<file path="src/annexb_nal_extract_classify_defines.svh">
// ----------------------------------------------------------------------------
// Assertion macros shared by the NAL extractor/classifier RTL
// ----------------------------------------------------------------------------
`ifndef ANNEXB_NAL_EXTRACT_CLASSIFY_DEFINES_SVH
`define ANNEXB_NAL_EXTRACT_CLASSIFY_DEFINES_SVH

// Same-cycle implication, checked out of reset.
`define ANX_ASSERT_IMP(label, clk, rst_n, ante, cons) \
    label: assert property (@(posedge clk) disable iff (!rst_n) (ante) |-> (cons)) \
        else $error("anx assertion failed");

// Next-cycle implication, checked out of reset.
`define ANX_ASSERT_NEXT(label, clk, rst_n, ante, cons) \
    label: assert property (@(posedge clk) disable iff (!rst_n) (ante) |=> (cons)) \
        else $error("anx assertion failed");

`endif

</file>
<file path="src/anx_pkg.sv">
// ----------------------------------------------------------------------------
// anx_pkg
// Types, codes and constants of the Annex-B NAL extractor/classifier.
// ----------------------------------------------------------------------------
package anx_pkg;

    localparam int LEN_W  = 20;
    localparam int FILL_W = 25;

    localparam logic [LEN_W-1:0]  MAX_NAL      = LEN_W'(524288);
    localparam logic [LEN_W-1:0]  LEN_TOO_LONG = LEN_W'(524289);
    localparam logic [FILL_W-1:0] CAP_RESET    = FILL_W'(20971520);
    localparam logic [LEN_W-1:0]  ENTRY_PREFIX = LEN_W'(4);

    // length limits per NAL class
    localparam logic [LEN_W-1:0] SPS_MIN_LEN   = LEN_W'(4);
    localparam logic [LEN_W-1:0] SPS_MAX_LEN   = LEN_W'(128);
    localparam logic [LEN_W-1:0] PPS_MIN_LEN   = LEN_W'(2);
    localparam logic [LEN_W-1:0] PPS_MAX_LEN   = LEN_W'(96);
    localparam logic [LEN_W-1:0] IDR_MIN_LEN   = LEN_W'(16);
    localparam logic [LEN_W-1:0] SLICE_MIN_LEN = LEN_W'(4);

    // stream actions
    localparam logic ACT_BYTE    = 1'b0;
    localparam logic ACT_RESTART = 1'b1;

    // nal_unit_type values
    localparam logic [4:0] KIND_SLICE = 5'd1;
    localparam logic [4:0] KIND_IDR   = 5'd5;
    localparam logic [4:0] KIND_SPS   = 5'd7;
    localparam logic [4:0] KIND_PPS   = 5'd8;

    // verdict codes
    localparam logic [2:0] VERDICT_DROP  = 3'd0;
    localparam logic [2:0] VERDICT_SPS   = 3'd1;
    localparam logic [2:0] VERDICT_PPS   = 3'd2;
    localparam logic [2:0] VERDICT_IDR   = 3'd3;
    localparam logic [2:0] VERDICT_SLICE = 3'd4;

    // GOP cache actions
    localparam logic [1:0] GOP_NONE    = 2'd0;
    localparam logic [1:0] GOP_RESTART = 2'd1;
    localparam logic [1:0] GOP_APPEND  = 2'd2;
    localparam logic [1:0] GOP_SPILL   = 2'd3;

    typedef struct packed {
        logic       action;
        logic [7:0] data_byte;
        logic       live_forward;
        logic       bootstrap_wanted;
    } in_item_t;

    // a start code closed a non-empty NAL
    typedef struct packed {
        logic             fire;
        logic [7:0]       header_byte;
        logic [7:0]       profile_byte;
        logic [LEN_W-1:0] kept_length;
        logic             too_long;
    } nal_close_t;

    typedef struct packed {
        logic              valid;
        logic [2:0]        verdict;
        logic [4:0]        nal_kind;
        logic [LEN_W-1:0]  nal_length;
        logic              forward_now;
        logic [1:0]        gop_action;
        logic [FILL_W-1:0] gop_fill;
        logic              bootstrap_request;
    } nal_result_t;

    function automatic logic profile_ok(input logic [7:0] p);
        logic ok;
        case (p) inside
            8'd66, 8'd77, 8'd88, 8'd100, 8'd110, 8'd122, 8'd244: ok = 1'b1;
            default: ok = 1'b0;
        endcase
        return ok;
    endfunction

endpackage

</file>
<file path="src/anx_in_if.sv">
// ----------------------------------------------------------------------------
// anx_in_if
// Byte stream channel: one stream byte or restart per transaction.
// ----------------------------------------------------------------------------
interface anx_in_if;
    logic       valid;
    logic       ready;
    logic       action;
    logic [7:0] data_byte;
    logic       live_forward;
    logic       bootstrap_wanted;

    modport source (output valid, action, data_byte, live_forward, bootstrap_wanted,
                    input ready);
    modport sink   (input valid, action, data_byte, live_forward, bootstrap_wanted,
                    output ready);
endinterface

</file>
<file path="src/anx_out_if.sv">
// ----------------------------------------------------------------------------
// anx_out_if
// Verdict channel: one classified NAL per transaction.
// ----------------------------------------------------------------------------
interface anx_out_if;
    logic        valid;
    logic        ready;
    logic [2:0]  verdict;
    logic [4:0]  nal_kind;
    logic [19:0] nal_length;
    logic        forward_now;
    logic [1:0]  gop_action;
    logic [24:0] gop_fill;
    logic        bootstrap_request;

    modport source (output valid, verdict, nal_kind, nal_length, forward_now,
                    gop_action, gop_fill, bootstrap_request,
                    input ready);
    modport sink   (input valid, verdict, nal_kind, nal_length, forward_now,
                    gop_action, gop_fill, bootstrap_request,
                    output ready);
endinterface

</file>
<file path="src/anx_cfg_if.sv">
// ----------------------------------------------------------------------------
// anx_cfg_if
// Configuration write channel for the GOP cache capacity register.
// ----------------------------------------------------------------------------
interface anx_cfg_if;
    logic        valid;
    logic        ready;
    logic [24:0] gop_capacity;

    modport source (output valid, gop_capacity, input ready);
    modport sink   (input valid, gop_capacity, output ready);
endinterface

</file>
<file path="src/annexb_nal_extract_classify.sv">
// ----------------------------------------------------------------------------
// annexb_nal_extract_classify
// Annex-B NAL extractor and classifier, one stream byte per cycle while no result is stalled.
// ----------------------------------------------------------------------------
// Usage:
//   byte_stream : one transaction per stream byte (action 0) or per restart
//                 (action 1), carrying the client live/bootstrap flags.
//   result      : one transaction per completed non-empty NAL, issued when the
//                 following start code arrives; all other bytes give nothing.
//   cfg         : write of the GOP cache capacity; write only while idle.
// Throughput: one byte per cycle while no result waits on result.ready. The
//   scanner and classifier state updates are combinational logic, the widest
//   path being the 26-bit cache occupancy add and compare against the capacity.
// Path: the closing start code byte is captured in the input register, then
//   classified, and the verdict is registered onto result.
// Reset: all state clears, capacity returns to 20971520, no result pending.
// Stall: while a result waits on result.ready the input register holds at
//   most one more byte, and byte_stream.ready stays low until it is taken.
// ----------------------------------------------------------------------------
`include "annexb_nal_extract_classify_defines.svh"

module annexb_nal_extract_classify
    import anx_pkg::*;
(
    input  logic         clk,
    input  logic         rst_n,
    anx_in_if.sink       byte_stream,
    anx_out_if.source    result,
    anx_cfg_if.sink      cfg
);

    logic              in_valid_reg, in_valid_next;
    in_item_t          in_item_reg;
    logic              out_valid_reg, out_valid_next;
    nal_result_t       out_reg;
    logic [FILL_W-1:0] gop_capacity_reg;

    logic        advance;
    logic        in_take;
    nal_close_t  close;
    nal_result_t res;

    assign advance = in_valid_reg && (!out_valid_reg || result.ready);
    assign in_take = byte_stream.valid && byte_stream.ready;

    assign byte_stream.ready = !in_valid_reg || advance;
    assign cfg.ready         = 1'b1;

    always_comb
    begin
        if (in_take)
            in_valid_next = 1'b1;
        else if (advance)
            in_valid_next = 1'b0;
        else
            in_valid_next = in_valid_reg;

        if (advance)
            out_valid_next = res.valid;
        else if (result.ready)
            out_valid_next = 1'b0;
        else
            out_valid_next = out_valid_reg;
    end

    always_ff @(posedge clk or negedge rst_n)
    begin
        if (!rst_n)
        begin
            in_valid_reg     <= 1'b0;
            out_valid_reg    <= 1'b0;
            gop_capacity_reg <= CAP_RESET;
        end
        else
        begin
            in_valid_reg  <= in_valid_next;
            out_valid_reg <= out_valid_next;
            if (cfg.valid)
                gop_capacity_reg <= cfg.gop_capacity;
        end
    end

    always_ff @(posedge clk)
    begin
        if (in_take)
        begin
            in_item_reg.action           <= byte_stream.action;
            in_item_reg.data_byte        <= byte_stream.data_byte;
            in_item_reg.live_forward     <= byte_stream.live_forward;
            in_item_reg.bootstrap_wanted <= byte_stream.bootstrap_wanted;
        end
        if (advance && res.valid)
            out_reg <= res;
    end

    anx_scanner u_scanner (
        .clk   (clk),
        .rst_n (rst_n),
        .step  (advance),
        .item  (in_item_reg),
        .close (close)
    );

    anx_classifier u_classifier (
        .clk              (clk),
        .rst_n            (rst_n),
        .close            (close),
        .live_forward     (in_item_reg.live_forward),
        .bootstrap_wanted (in_item_reg.bootstrap_wanted),
        .gop_capacity     (gop_capacity_reg),
        .result           (res)
    );

    assign result.valid             = out_valid_reg;
    assign result.verdict           = out_reg.verdict;
    assign result.nal_kind          = out_reg.nal_kind;
    assign result.nal_length        = out_reg.nal_length;
    assign result.forward_now       = out_reg.forward_now;
    assign result.gop_action        = out_reg.gop_action;
    assign result.gop_fill          = out_reg.gop_fill;
    assign result.bootstrap_request = out_reg.bootstrap_request;

    `ANX_ASSERT_IMP(a_drop_quiet, clk, rst_n,
                    out_valid_reg && out_reg.verdict == VERDICT_DROP,
                    !out_reg.forward_now && out_reg.gop_action == GOP_NONE &&
                    !out_reg.bootstrap_request)
    `ANX_ASSERT_NEXT(a_stall_holds, clk, rst_n, out_valid_reg && !result.ready,
                     out_valid_reg && $stable(out_reg))

endmodule

</file>
<file path="src/anx_scanner.sv">
// ----------------------------------------------------------------------------
// anx_scanner
// Start code detection, NAL length tracking and header capture.
// ----------------------------------------------------------------------------
`include "annexb_nal_extract_classify_defines.svh"

module anx_scanner
    import anx_pkg::*;
(
    input  logic       clk,
    input  logic       rst_n,
    input  logic       step,
    input  in_item_t   item,
    output nal_close_t close
);

    logic [1:0]       zero_run_reg, zero_run_next;
    logic             inside_nal_reg, inside_nal_next;
    logic [LEN_W-1:0] byte_count_reg, byte_count_next;
    logic [LEN_W-1:0] kept_length_reg, kept_length_next;
    logic             too_long_reg, too_long_next;
    logic [7:0]       header_byte_reg, header_byte_next;
    logic [7:0]       profile_byte_reg, profile_byte_next;

    logic [7:0] b;
    logic       start_code;

    assign b          = item.data_byte;
    assign start_code = (b == 8'd1) && (zero_run_reg == 2'd2);

    always_comb
    begin
        zero_run_next     = zero_run_reg;
        inside_nal_next   = inside_nal_reg;
        byte_count_next   = byte_count_reg;
        kept_length_next  = kept_length_reg;
        too_long_next     = too_long_reg;
        header_byte_next  = header_byte_reg;
        profile_byte_next = profile_byte_reg;

        close.fire         = 1'b0;
        close.header_byte  = header_byte_reg;
        close.profile_byte = profile_byte_reg;
        close.kept_length  = kept_length_reg;
        close.too_long     = too_long_reg;

        if (step)
        begin
            if (item.action == ACT_RESTART || start_code)
            begin
                close.fire        = (item.action == ACT_BYTE) && inside_nal_reg &&
                                    (kept_length_reg != '0);
                inside_nal_next   = (item.action == ACT_BYTE);
                zero_run_next     = 2'd0;
                byte_count_next   = '0;
                kept_length_next  = '0;
                too_long_next     = 1'b0;
                header_byte_next  = 8'd0;
                profile_byte_next = 8'd0;
            end
            else
            begin
                if (b == 8'd0)
                begin
                    if (zero_run_reg != 2'd2)
                        zero_run_next = zero_run_reg + 2'd1;
                end
                else
                begin
                    zero_run_next = 2'd0;
                end

                if (inside_nal_reg)
                begin
                    if (byte_count_reg == '0)
                        header_byte_next = b;
                    else if (byte_count_reg == LEN_W'(1))
                        profile_byte_next = b;
                    // saturates one past the limit
                    if (byte_count_reg <= MAX_NAL)
                        byte_count_next = byte_count_reg + LEN_W'(1);
                    if (b != 8'd0)
                    begin
                        kept_length_next = byte_count_next;
                        if (byte_count_next > MAX_NAL)
                            too_long_next = 1'b1;
                    end
                end
            end
        end
    end

    always_ff @(posedge clk or negedge rst_n)
    begin
        if (!rst_n)
        begin
            zero_run_reg     <= 2'd0;
            inside_nal_reg   <= 1'b0;
            byte_count_reg   <= '0;
            kept_length_reg  <= '0;
            too_long_reg     <= 1'b0;
            header_byte_reg  <= 8'd0;
            profile_byte_reg <= 8'd0;
        end
        else
        begin
            zero_run_reg     <= zero_run_next;
            inside_nal_reg   <= inside_nal_next;
            byte_count_reg   <= byte_count_next;
            kept_length_reg  <= kept_length_next;
            too_long_reg     <= too_long_next;
            header_byte_reg  <= header_byte_next;
            profile_byte_reg <= profile_byte_next;
        end
    end

    `ANX_ASSERT_IMP(a_kept_le_count, clk, rst_n, 1'b1, kept_length_reg <= byte_count_reg)
    `ANX_ASSERT_IMP(a_too_long_len, clk, rst_n, too_long_reg, kept_length_reg == LEN_TOO_LONG)

endmodule

</file>
<file path="src/anx_classifier.sv">
// ----------------------------------------------------------------------------
// anx_classifier
// NAL verdict, parameter-set tracking and GOP cache accounting.
// ----------------------------------------------------------------------------
`include "annexb_nal_extract_classify_defines.svh"

module anx_classifier
    import anx_pkg::*;
(
    input  logic              clk,
    input  logic              rst_n,
    input  nal_close_t        close,
    input  logic              live_forward,
    input  logic              bootstrap_wanted,
    input  logic [FILL_W-1:0] gop_capacity,
    output nal_result_t       result
);

    logic              sps_seen_reg, sps_seen_next;
    logic              pps_seen_reg, pps_seen_next;
    logic              gop_valid_reg, gop_valid_next;
    logic              gop_full_reg, gop_full_next;
    logic [FILL_W-1:0] gop_used_reg, gop_used_next;

    logic [4:0]        kind;
    logic              hok;
    logic [LEN_W-1:0]  len;
    logic [LEN_W:0]    need;
    logic [FILL_W-1:0] base;
    logic [FILL_W:0]   sum;
    logic              over;
    logic              eligible;

    assign kind     = close.header_byte[4:0];
    assign hok      = close.header_byte[6:5] != 2'b00;
    assign len      = close.kept_length;
    assign eligible = close.fire && !close.too_long && (len != '0) && !close.header_byte[7];

    // an IDR restarts the account, so its entry is checked against an empty cache
    assign base = (kind == KIND_IDR) ? '0 : gop_used_reg;
    assign need = {1'b0, len} + {1'b0, ENTRY_PREFIX};
    assign sum  = {1'b0, base} + (FILL_W + 1)'(need);
    assign over = sum > {1'b0, gop_capacity};

    always_comb
    begin
        sps_seen_next  = sps_seen_reg;
        pps_seen_next  = pps_seen_reg;
        gop_valid_next = gop_valid_reg;
        gop_full_next  = gop_full_reg;
        gop_used_next  = gop_used_reg;

        result.valid             = close.fire;
        result.verdict           = VERDICT_DROP;
        result.nal_kind          = kind;
        result.nal_length        = len;
        result.forward_now       = 1'b0;
        result.gop_action        = GOP_NONE;
        result.bootstrap_request = 1'b0;

        if (eligible)
        begin
            case (kind)
                KIND_SPS:
                begin
                    if (len >= SPS_MIN_LEN && len <= SPS_MAX_LEN && hok &&
                        profile_ok(close.profile_byte))
                    begin
                        result.verdict     = VERDICT_SPS;
                        result.forward_now = live_forward;
                        sps_seen_next      = 1'b1;
                    end
                end
                KIND_PPS:
                begin
                    if (len >= PPS_MIN_LEN && len <= PPS_MAX_LEN && hok)
                    begin
                        result.verdict     = VERDICT_PPS;
                        result.forward_now = live_forward;
                        pps_seen_next      = 1'b1;
                    end
                end
                KIND_IDR:
                begin
                    if (hok && len >= IDR_MIN_LEN && sps_seen_reg && pps_seen_reg)
                    begin
                        result.verdict     = VERDICT_IDR;
                        result.forward_now = live_forward;
                        gop_valid_next     = 1'b1;
                        gop_full_next      = over;
                        gop_used_next      = over ? '0 : sum[FILL_W-1:0];
                        result.gop_action  = over ? GOP_SPILL : GOP_RESTART;
                        result.bootstrap_request = !live_forward && bootstrap_wanted && !over;
                    end
                end
                KIND_SLICE:
                begin
                    if (hok && len >= SLICE_MIN_LEN)
                    begin
                        result.verdict     = VERDICT_SLICE;
                        result.forward_now = live_forward;
                        if (gop_valid_reg && !gop_full_reg)
                        begin
                            if (over)
                            begin
                                gop_full_next     = 1'b1;
                                result.gop_action = GOP_SPILL;
                            end
                            else
                            begin
                                gop_used_next     = sum[FILL_W-1:0];
                                result.gop_action = GOP_APPEND;
                            end
                        end
                    end
                end
                default:
                begin
                    result.verdict = VERDICT_DROP;
                end
            endcase
        end

        result.gop_fill = gop_used_next;
    end

    always_ff @(posedge clk or negedge rst_n)
    begin
        if (!rst_n)
        begin
            sps_seen_reg  <= 1'b0;
            pps_seen_reg  <= 1'b0;
            gop_valid_reg <= 1'b0;
            gop_full_reg  <= 1'b0;
            gop_used_reg  <= '0;
        end
        else
        begin
            sps_seen_reg  <= sps_seen_next;
            pps_seen_reg  <= pps_seen_next;
            gop_valid_reg <= gop_valid_next;
            gop_full_reg  <= gop_full_next;
            gop_used_reg  <= gop_used_next;
        end
    end

    `ANX_ASSERT_IMP(a_full_needs_valid, clk, rst_n, gop_full_reg, gop_valid_reg)
    `ANX_ASSERT_IMP(a_idr_after_ps, clk, rst_n, result.valid && result.verdict == VERDICT_IDR,
                    sps_seen_reg && pps_seen_reg)
    `ANX_ASSERT_NEXT(a_idr_sets_valid, clk, rst_n,
                     result.valid && result.verdict == VERDICT_IDR, gop_valid_reg)

endmodule

</file>
<file path="src/flat_wrapper.sv">
// flat-port wrapper written by rule: the top's interface ports become plain ports
module annexb_nal_extract_classify_flat import anx_pkg::*;
  (clk, rst_n, byte_stream_valid, byte_stream_action, byte_stream_data_byte, byte_stream_live_forward, byte_stream_bootstrap_wanted, byte_stream_ready, result_valid, result_verdict, result_nal_kind, result_nal_length, result_forward_now, result_gop_action, result_gop_fill, result_bootstrap_request, result_ready, cfg_valid, cfg_gop_capacity, cfg_ready);
  anx_in_if byte_stream_i ();
  anx_out_if result_i ();
  anx_cfg_if cfg_i ();
  input  logic clk;
  input  logic rst_n;
  input wire logic [$bits(byte_stream_i.valid)-1:0] byte_stream_valid;
  input wire logic [$bits(byte_stream_i.action)-1:0] byte_stream_action;
  input wire logic [$bits(byte_stream_i.data_byte)-1:0] byte_stream_data_byte;
  input wire logic [$bits(byte_stream_i.live_forward)-1:0] byte_stream_live_forward;
  input wire logic [$bits(byte_stream_i.bootstrap_wanted)-1:0] byte_stream_bootstrap_wanted;
  output wire logic [$bits(byte_stream_i.ready)-1:0] byte_stream_ready;
  output wire logic [$bits(result_i.valid)-1:0] result_valid;
  output wire logic [$bits(result_i.verdict)-1:0] result_verdict;
  output wire logic [$bits(result_i.nal_kind)-1:0] result_nal_kind;
  output wire logic [$bits(result_i.nal_length)-1:0] result_nal_length;
  output wire logic [$bits(result_i.forward_now)-1:0] result_forward_now;
  output wire logic [$bits(result_i.gop_action)-1:0] result_gop_action;
  output wire logic [$bits(result_i.gop_fill)-1:0] result_gop_fill;
  output wire logic [$bits(result_i.bootstrap_request)-1:0] result_bootstrap_request;
  input wire logic [$bits(result_i.ready)-1:0] result_ready;
  input wire logic [$bits(cfg_i.valid)-1:0] cfg_valid;
  input wire logic [$bits(cfg_i.gop_capacity)-1:0] cfg_gop_capacity;
  output wire logic [$bits(cfg_i.ready)-1:0] cfg_ready;
  assign byte_stream_i.valid = byte_stream_valid;
  assign byte_stream_i.action = byte_stream_action;
  assign byte_stream_i.data_byte = byte_stream_data_byte;
  assign byte_stream_i.live_forward = byte_stream_live_forward;
  assign byte_stream_i.bootstrap_wanted = byte_stream_bootstrap_wanted;
  assign byte_stream_ready = byte_stream_i.ready;
  assign result_valid = result_i.valid;
  assign result_verdict = result_i.verdict;
  assign result_nal_kind = result_i.nal_kind;
  assign result_nal_length = result_i.nal_length;
  assign result_forward_now = result_i.forward_now;
  assign result_gop_action = result_i.gop_action;
  assign result_gop_fill = result_i.gop_fill;
  assign result_bootstrap_request = result_i.bootstrap_request;
  assign result_i.ready = result_ready;
  assign cfg_i.valid = cfg_valid;
  assign cfg_i.gop_capacity = cfg_gop_capacity;
  assign cfg_ready = cfg_i.ready;
  annexb_nal_extract_classify u_core (.clk(clk), .rst_n(rst_n), .byte_stream(byte_stream_i), .result(result_i), .cfg(cfg_i));
endmodule
</file>
<file path="config.mk">
export PLATFORM = sky130hd
export DESIGN_NAME = annexb_nal_extract_classify_flat
export DESIGN_NICKNAME = d
export VERILOG_FILES = /design/src/anx_pkg.sv /design/src/anx_in_if.sv /design/src/anx_out_if.sv /design/src/anx_cfg_if.sv /design/src/annexb_nal_extract_classify.sv /design/src/anx_scanner.sv /design/src/anx_classifier.sv /design/src/flat_wrapper.sv
export VERILOG_INCLUDE_DIRS = /design/src /design/src/src
export SDC_FILE = /design/constraint.sdc
export NUM_CORES = 1
export LEC_CHECK = 0
export ABC_AREA = 1
export BUFFER_PORTS_ARGS = -buffer_cell sky130_fd_sc_hd__clkbuf_2
export CELL_PAD_IN_SITES_DETAIL_PLACEMENT = 1
export CELL_PAD_IN_SITES_GLOBAL_PLACEMENT = 1
export CORE_UTILIZATION = 41
export DETAILED_ROUTE_END_ITERATION = 7
export PLACE_DENSITY = 0.87
export SLEW_MARGIN = 5
export SYNTH_ARGS = -nofsm -noshare
export SYNTH_HDL_FRONTEND = slang
export SYNTH_SLANG_ARGS = --single-unit
</file>
<file path="constraint.sdc">
create_clock -name clk -period 4.9 [get_ports clk]
set_input_delay 0.735 -clock clk [delete_from_list [all_inputs] [get_ports clk]]
set_output_delay 0.735 -clock clk [all_outputs]
set_load 0.03 [all_outputs]
</file>
==> summary.txt, run 1 <==
Status - finished, violations left
Failing checks - negative setup slack
Clock Sinks - 184
CP endpoint kind - flip-flop
R2r endpoint - u_core.result.gop_fill[9]$_DFFE_PP_
Die area - 0.0285 mm^2
Crit path DAT - 5.28 ns
Pwr Density - 732 mW/mm^2
Final ANT Viol Nets - 0
Actual slew at the worst max-slew pin - 1.14 ns
DR vias/cell - 5.42
Sequential area share after synthesis - 43.4%
#FFs+latches synth - 184
Root Driver - clkbuf_16
Yosys warns - 0
Post-layout util - 51.4%
Combinational fraction of design power - 67.1%
Total power - 10.2 mW
Post-synthesis cell area - 0.0114 mm^2
Relative slew slack - 24.0%
Min Tclk post-route - 4.97 ns
Initial Util - 42.1%
Leak - 6.94 nW
Share of cells above drive strength 1 - 20.6%
Hold slack - 0.267 ns
Final Hold Violating Endpoints - 0
Clk slew on worst S/H paths - 0.09 ns
Cell taking the most area after synthesis - dfrtp_1
Die Y - 169 um
Row cnt - 60
Worst R2R Setup Slack - -0.07 ns
Multi-input gate area - 0.00605 mm^2
Yosys top cell area share - 25.0%
Port-buffer cells - 99
CTS Buffer Depth - 2
Core Area - 0.0271 mm^2
Area Growth Syn to Fin - 22.0%
# setup viols final - 12
IO Pins - 101
H-tree depth - 4
DR DRC count - 0
Initial antenna violation count - 0
CTS buffer count - 17
Mapped Cells - 1480
FF-to-FF Start - u_core.u_scanner.header_byte_reg[3]$_DFFE_PN0P_
Post-DP Area - 0.0124 mm^2
Pre-antenna DRT Iters - 7
Clock network power share - 15.0%
Fmax achieved - 0.201 GHz
Ranking of synthesized cells by area - dfrtp_1 (25%), edfxtp_1 (18%), nand2_1 (13%), ha_1 (7.6%), inv_1 (7.1%)
Cells after DPL - 1940
Die width - 169 um
FF+latch area - 0.00495 mm^2
N_diodes - 0
Insertion delay of the later-clocked pin in the worst-skew pair - 0.46 ns
Critical Path Start Type - flip-flop
CP max-delay cell - dfrtp_2
Vias in the first global route - 11069
Max-cap violations - 0
Final Max Tran Viols - 0
Cell-internal power - 5.00 mW
Final Cycle Share - 101%
Worst Reg-to-Reg Cells - 35
Largest stage delay, worst path - 0.46 ns
Largest net degree at the start of global routing - 59
Critical Path Most Common Cell - nand2_1
Worst setup margin - -0.0718 ns
Total GRT Usage - 25.8%
Routed wire length - 39100 um
Peak VDD IR - 0.488 mV
CP required - 5.21 ns
WL/cell - 19.6 um
Non-filler cells, final - 1997
Final TNS setup - -0.425 ns
Worst Hold Class - in -> async
Fillers - 3339
Sequential Power Share - 18.0%
Crit Path Max Fanout - 14
GPL Wtd Cong - 0.899
Syn Area/Cell - 7.71 um^2
Distinct cell type count after synthesis - 48
Dpl hpwl - 26800 um
Final Skew - 0.0133 ns
Syn nets - 1591
Nets - 1723
CTS tree - yes
Initial DRC Count - 709
Switching share of power - 50.9%
First-pass GRT wire length - 57400 um
Post-Place Setup Slack - -0.285 ns
Post-Layout Inst Area - 0.0139 mm^2
Sw Pwr - 5.19 mW
GRT overflow - 0
Vias - 10816
Critical path class - reg -> reg
==> area by class of cell <==
cell class / instances / area share, %
Clock buffer: 17 / 3.06
Clock inverter: 15 / 1.57
Inverter: 222 / 6.00
Multi-Input combinational cell: 1035 / 43.4
Sequential cell: 184 / 35.5
Tap cell: 372 / 3.34
Timing Repair Buffer: 152 / 7.04
==> logic make-up after synthesis <==
logic type                 count (synthesis)  share of synthesized area (%)
other                                      1                         0.0329
and+or+nand+nor                          750                           27.7
buffers and inverters                    263                           9.35
AOI/OAI and AO/OA                        179                           9.22
xor gates and xnor gates                  30                           2.30
muxes                                      3                          0.296
DFF                                      184                           43.4
adders and majority gates                 70                           7.74
==> cells in the final DEF, fill, tap and decap left out, types with 4 or more instances in the layout <==
cell type  instances
a21boi_1           5
nor2_4             7
clkinv_8           4
o22ai_1            9
nor3_1             8
o21ai_1            5
nand2_2           25
nand2_4            4
nor2_2             7
nand4_1           20
inv_12             4
xnor2_1            5
o21ai_0           84
xor2_2             9
edfxtp_1          68
nor4_1             6
nand3_2            8
ha_1              50
xor2_1            15
inv_1            212
inv_2              9
nand3_1          109
clkbuf_2          99
buf_4             46
nor2_1           163
clkbuf_16         19
ha_4              16
a21oi_2           25
nand2_1          379
nor3_2             4
dfrtp_1          112
a21oi_4            5
a21oi_1           27
==> critical path: cells and delay by family, from the launching register on <==
kind | cells | cell delay (ns)
AND/OR/NAND/NOR | 20 | 1.87
adder cells (fa/ha/maj) | 3 | 0.84
buffers and inverters | 8 | 0.82
AO/OA/AOI/OAI | 3 | 0.61
flip-flops | 1 | 0.46
XOR/XNOR | 1 | 0.21
==> layer usage <==
metal / track usage [%] / part of all wire [%] / vias to the layer above
met5: 0 / 0 / -
met4: 8.89 / 3.7 / 0
met3: 3.13 / 4.4 / 102
met2: 46.8 / 52 / 305
met1: 31.5 / 40 / 5398
li1: - / - / 5011
==> worst max-delay path by stage <==
stage / slack, ns / cells past startpoint / end / start
floorplan: 0.31 / 31 / u_core.result.gop_fill[23]$_DFFE_PP_ / u_core.u_scanner.header_byte_reg[4]$_DFFE_PN0P_
global placement: -0.02 / 33 / u_core.result.gop_fill[10]$_DFFE_PP_ / u_core.u_scanner.header_byte_reg[4]$_DFFE_PN0P_
detailed placement: -0.28 / 26 / u_core.result.gop_fill[11]$_DFFE_PP_ / u_core.u_scanner.header_byte_reg[4]$_DFFE_PN0P_
CTS: 0.008 / 33 / u_core.result.gop_fill[11]$_DFFE_PP_ / u_core.u_scanner.header_byte_reg[4]$_DFFE_PN0P_
global route: -0.28 / 35 / u_core.result.gop_fill[9]$_DFFE_PP_ / u_core.u_scanner.header_byte_reg[3]$_DFFE_PN0P_
finish: -0.07 / 35 / u_core.result.gop_fill[9]$_DFFE_PP_ / u_core.u_scanner.header_byte_reg[3]$_DFFE_PN0P_
==> timing repair <==
action,4_1_cts,5_1_grt
resized for setup,14,118
pin swaps,2,42
endpoints found under the setup margin,54,54
gates cloned,1,3
setup buffers,1,20
hold buffers,0,0
==> synth_stat cells (all sizes together) <==
library cell    n
o22ai           9
a21boi          8
a2111oi         1
a31oi           1
dfstp           2
nor4            8
o21bai          5
nand4          20
ha             69
clkbuf         21
o21a            1
nand3         118
nor3b           1
dfrtp         114
edfxtp         68
o41ai           1
a311oi          1
conb            1
nor2          177
nor4b           1
a21oi          57
nand2         409
nor3           15
mux2            3
o21ai          91
xnor2           6
buf            20
xor2           24
fa              1
a21o            3
nand3b          1
o311ai          1
inv           222
==> power by group through the flow <==
stage	sequential (mW)	combinational, mW	clock (mW)
6_report	1.83	6.84	1.53
5_1_grt	1.84	7.32	1.58
4_1_cts	1.83	5.24	1.54
3_5_place_dp	1.85	4.91	0
3_3_place_gp	1.85	4.65	0
2_1_floorplan	1.84	3.57	0
Power figures use the tool's default switching activity.
==> run 2, diff against run 1 <==
ABC_AREA = 0   (was 1)
CORE_UTILIZATION = 42   (was 41)
PLACE_DENSITY = 0.85   (was 0.87)
==> run 2 against run 1 <==
Compared with the run above:
- the run still ends with negative setup slack left
- critical path type unchanged
- synthesized area is 14% lower
- combinational power is 97% lower
- first-iteration DRC count rose by 2.7%
- synthesized cell count is 36% lower
- clock power about the same
- worst hold slack better by 0.083 ns
- sequential power is 9% lower
- total power decreased by 67%
- non-clock buffer count up 63
- critical path depth fell by 10
- die area is 16% lower
- utilization up 5.2 points
==> summary.txt, run 2 <==
DR vias/cell - 6.13
Total GRT Usage - 30.5%
Ys flop type - dfrtp_1
Syn nets - 1054
Final TNS setup - -39.61 ns
Worst Hold Class - in -> async
Worst Setup SP - u_core.u_scanner.header_byte_reg[3]$_DFFE_PN0P_
Crit path DAT - 5.94 ns
WL/cell - 25.3 um
Dpl hpwl - 20900 um
Switching share of power - 27.4%
Initial DRC Count - 728
Critical path class - reg -> reg
Core Area - 0.0227 mm^2
Final ANT Viol Nets - 0
Count leader, synth - dfrtp_1
Crit path to - u_core.result.gop_fill[24]$_DFFE_PP_
CP endpoint kind - flip-flop
Root Driver - clkbuf_16
Syn Area/Cell - 10.4 um^2
Initial antenna violation count - 0
Yosys top cell area share - 29.2%
Cell taking the most area after synthesis - dfrtp_1
Port-buffer cells - 99
Clock network power share - 44.9%
Worst R2R Setup Slack - -0.82 ns
Die width - 154 um
Largest net degree at the start of global routing - 59
Die Y - 154 um
Ranking of synthesized cells by area - dfrtp_1 (29%), edfxtp_1 (21%), ha_1 (8.8%), nand2_1 (3.9%), a22o_1 (2.9%)
Final Hold Violating Endpoints - 0
Cts hold-fix bufs - 0
Insertion delay of the later-clocked pin in the worst-skew pair - 0.47 ns
Routed wire length - 36300 um
Critical Path Start Type - flip-flop
Failing checks - negative setup slack
FF+latch area - 0.00495 mm^2
Final Max Tran Viols - 0
Post-layout util - 56.6%
CP max-delay cell - dfrtp_1
Commonest non-fill, non-tap cell in the layout - dfrtp_1
# setup viols final - 54
Sequential Power Share - 49.2%
Worst Reg-to-Reg Cells - 25
Worst setup margin - -0.820 ns
Mapped Cells - 943
Fmax achieved - 0.175 GHz
CP required - 5.11 ns
Largest stage delay, worst path - 0.42 ns
First-pass GRT wire length - 54700 um
Sw Pwr - 0.925 mW
RSZ-0062 raised after global routing - true
Nets - 1247
Relative slew slack - 23.3%
Max-cap violations - 0
CTS tree - yes
GPL Wtd Cong - 0.871
R2r endpoint - u_core.result.gop_fill[24]$_DFFE_PP_
IO Pins - 101
Pwr Density - 263 mW/mm^2
Actual slew at the worst max-slew pin - 1.15 ns
Die area - 0.0239 mm^2
Crit Path Max Fanout - 6
Final Skew - 0.0164 ns
Initial Util - 43.0%
Row cnt - 55
Combinational fraction of design power - 6.0%
#FFs+latches synth - 184
Clk slew on worst S/H paths - 0.09 ns
Vias - 8785
Status - finished, violations left
Final Cycle Share - 117%
Multi-input gate area - 0.00522 mm^2
Min Tclk post-route - 5.72 ns
DR DRC count - 0
Peak VDD IR - 0.221 mV
Post-synth top cells - dfrtp_1 (114), nand2_1 (101), ha_1 (69)
Yosys warns - 0
Leak - 5.68 nW
FF-to-FF Start - u_core.u_scanner.header_byte_reg[3]$_DFFE_PN0P_
Area Growth Syn to Fin - 31.6%
Share of cells above drive strength 1 - 30.6%
CTS buffer count - 17
Vias in the first global route - 9392
Fillers - 2447
Distinct cell type count after synthesis - 70
Pre-antenna DRT Iters - 5
CTS Buffer Depth - 2
H-tree depth - 4
Post-synth ARST share - 63.0%
Most frequent cells in the layout - dfrtp_1 (114), buf_4 (101), clkbuf_2 (98), nand2_1 (97), edfxtp_1 (68)
Post-synth EDFFs - 68
Sequential area share after synthesis - 50.7%
Clock Sinks - 184
N_diodes - 0
GRT overflow - 0
Cell-internal power - 2.46 mW
Post-synthesis cell area - 0.00977 mm^2
==> run 2: changes by cell type after synthesis, moves of 23 or more <==
cell	change
o21ai_0	-42
and2_1	+33
inv_1	-172
nor2_1	-118
nand3_1	-92
a22o_1	+32
o21ai_1	+43
a21oi_2	-23
nand2_1	-297
==> run 2: layer usage <==
metal / track usage [%] / vias up / part of all wire, %
li1: - / 3828 / -
met1: 35.8 / 4430 / 39
met2: 54.0 / 396 / 51
met3: 5.18 / 131 / 5.5
met4: 15.4 / 0 / 4.8
met5: 0 / - / 0
==> run 2: worst min-delay path by stage <==
stage                                                        end  slack, ns  cells past startpoint
global placement    u_core.u_classifier.pps_seen_reg$_DFFE_PN0P_       0.44                      1
CTS                       u_core.gop_capacity_reg[8]$_DFFE_PN0P_       0.40                      1
global route              u_core.gop_capacity_reg[8]$_DFFE_PN0P_       0.42                      1
finish                    u_core.gop_capacity_reg[7]$_DFFE_PN0P_       0.35                      1
detailed placement  u_core.u_classifier.sps_seen_reg$_DFFE_PN0P_       0.46                      1
floorplan           u_core.u_classifier.pps_seen_reg$_DFFE_PN0P_       0.42                      1
==> run 2: logic make-up (layout without fill, tap and decap cells) <==
| logic type | Yosys count | after routing | synth area share, % |
|---|---|---|---|
| AND/OR/NAND/NOR | 315 | 315 | 16.3 |
| AO/OA/AOI/OAI | 243 | 243 | 16.4 |
| other | 1 | 1 | 0.0384 |
| multiplexers | 2 | 2 | 0.218 |
| adder cells (fa/ha/maj) | 70 | 70 | 9.04 |
| buffers and inverters | 87 | 293 | 3.60 |
| XOR/XNOR | 41 | 41 | 3.68 |
| flip-flops | 184 | 184 | 50.7 |
==> run 2: metrics by stage <==
step	hold WS, ns	total power [mW]	instances	instance area, um^2	setup WS (ns)
final	0.350	3.38	1434	12900	-0.820
after CTS	0.400	3.36	1429	12600	-0.615
after global placement	0.439	1.86	1375	11200	-0.527
after detailed placement	0.462	1.87	1375	11200	-0.720
after global routing	0.416	3.47	1434	12900	-0.953
after floorplan	0.421	1.78	943	9820	-0.125
==> run 2: worst max-delay path, delay by kind of cell (launching register included) <==
family / cells / cell delay, ns
AOI/OAI and AO/OA: 12 / 2.69
xor gates and xnor gates: 1 / 0.22
adders and majority gates: 3 / 0.79
buffers and inverters: 4 / 0.54
DFF: 1 / 0.42
and+or+nand+nor: 5 / 0.80
==> run 2: timing repair <==
action	4_1_cts	5_1_grt
gates resized for setup	85	42
buffers inserted	18	8
pin swaps	32	30
endpoints found under the setup margin	54	54
cloned	5	1
==> run 2: power by group through the flow <==
stage / logic [mW] / clock network [mW] / registers [mW]
finish: 0.201 / 1.52 / 1.66
global placement: 0.168 / 0 / 1.69
detailed placement: 0.181 / 0 / 1.69
floorplan: 0.100 / 0 / 1.68
global route: 0.224 / 1.58 / 1.67
CTS: 0.190 / 1.51 / 1.66
==> run 2: cell type report <==
cell class / instances / area share (%)
multi-input cells: 672 / 40.6
flip-flops and latches: 184 / 38.5
repair buffers: 215 / 11.8
clock buffers: 17 / 3.31
well taps: 285 / 2.77
clock inverters: 15 / 1.66
inverters: 46 / 1.34
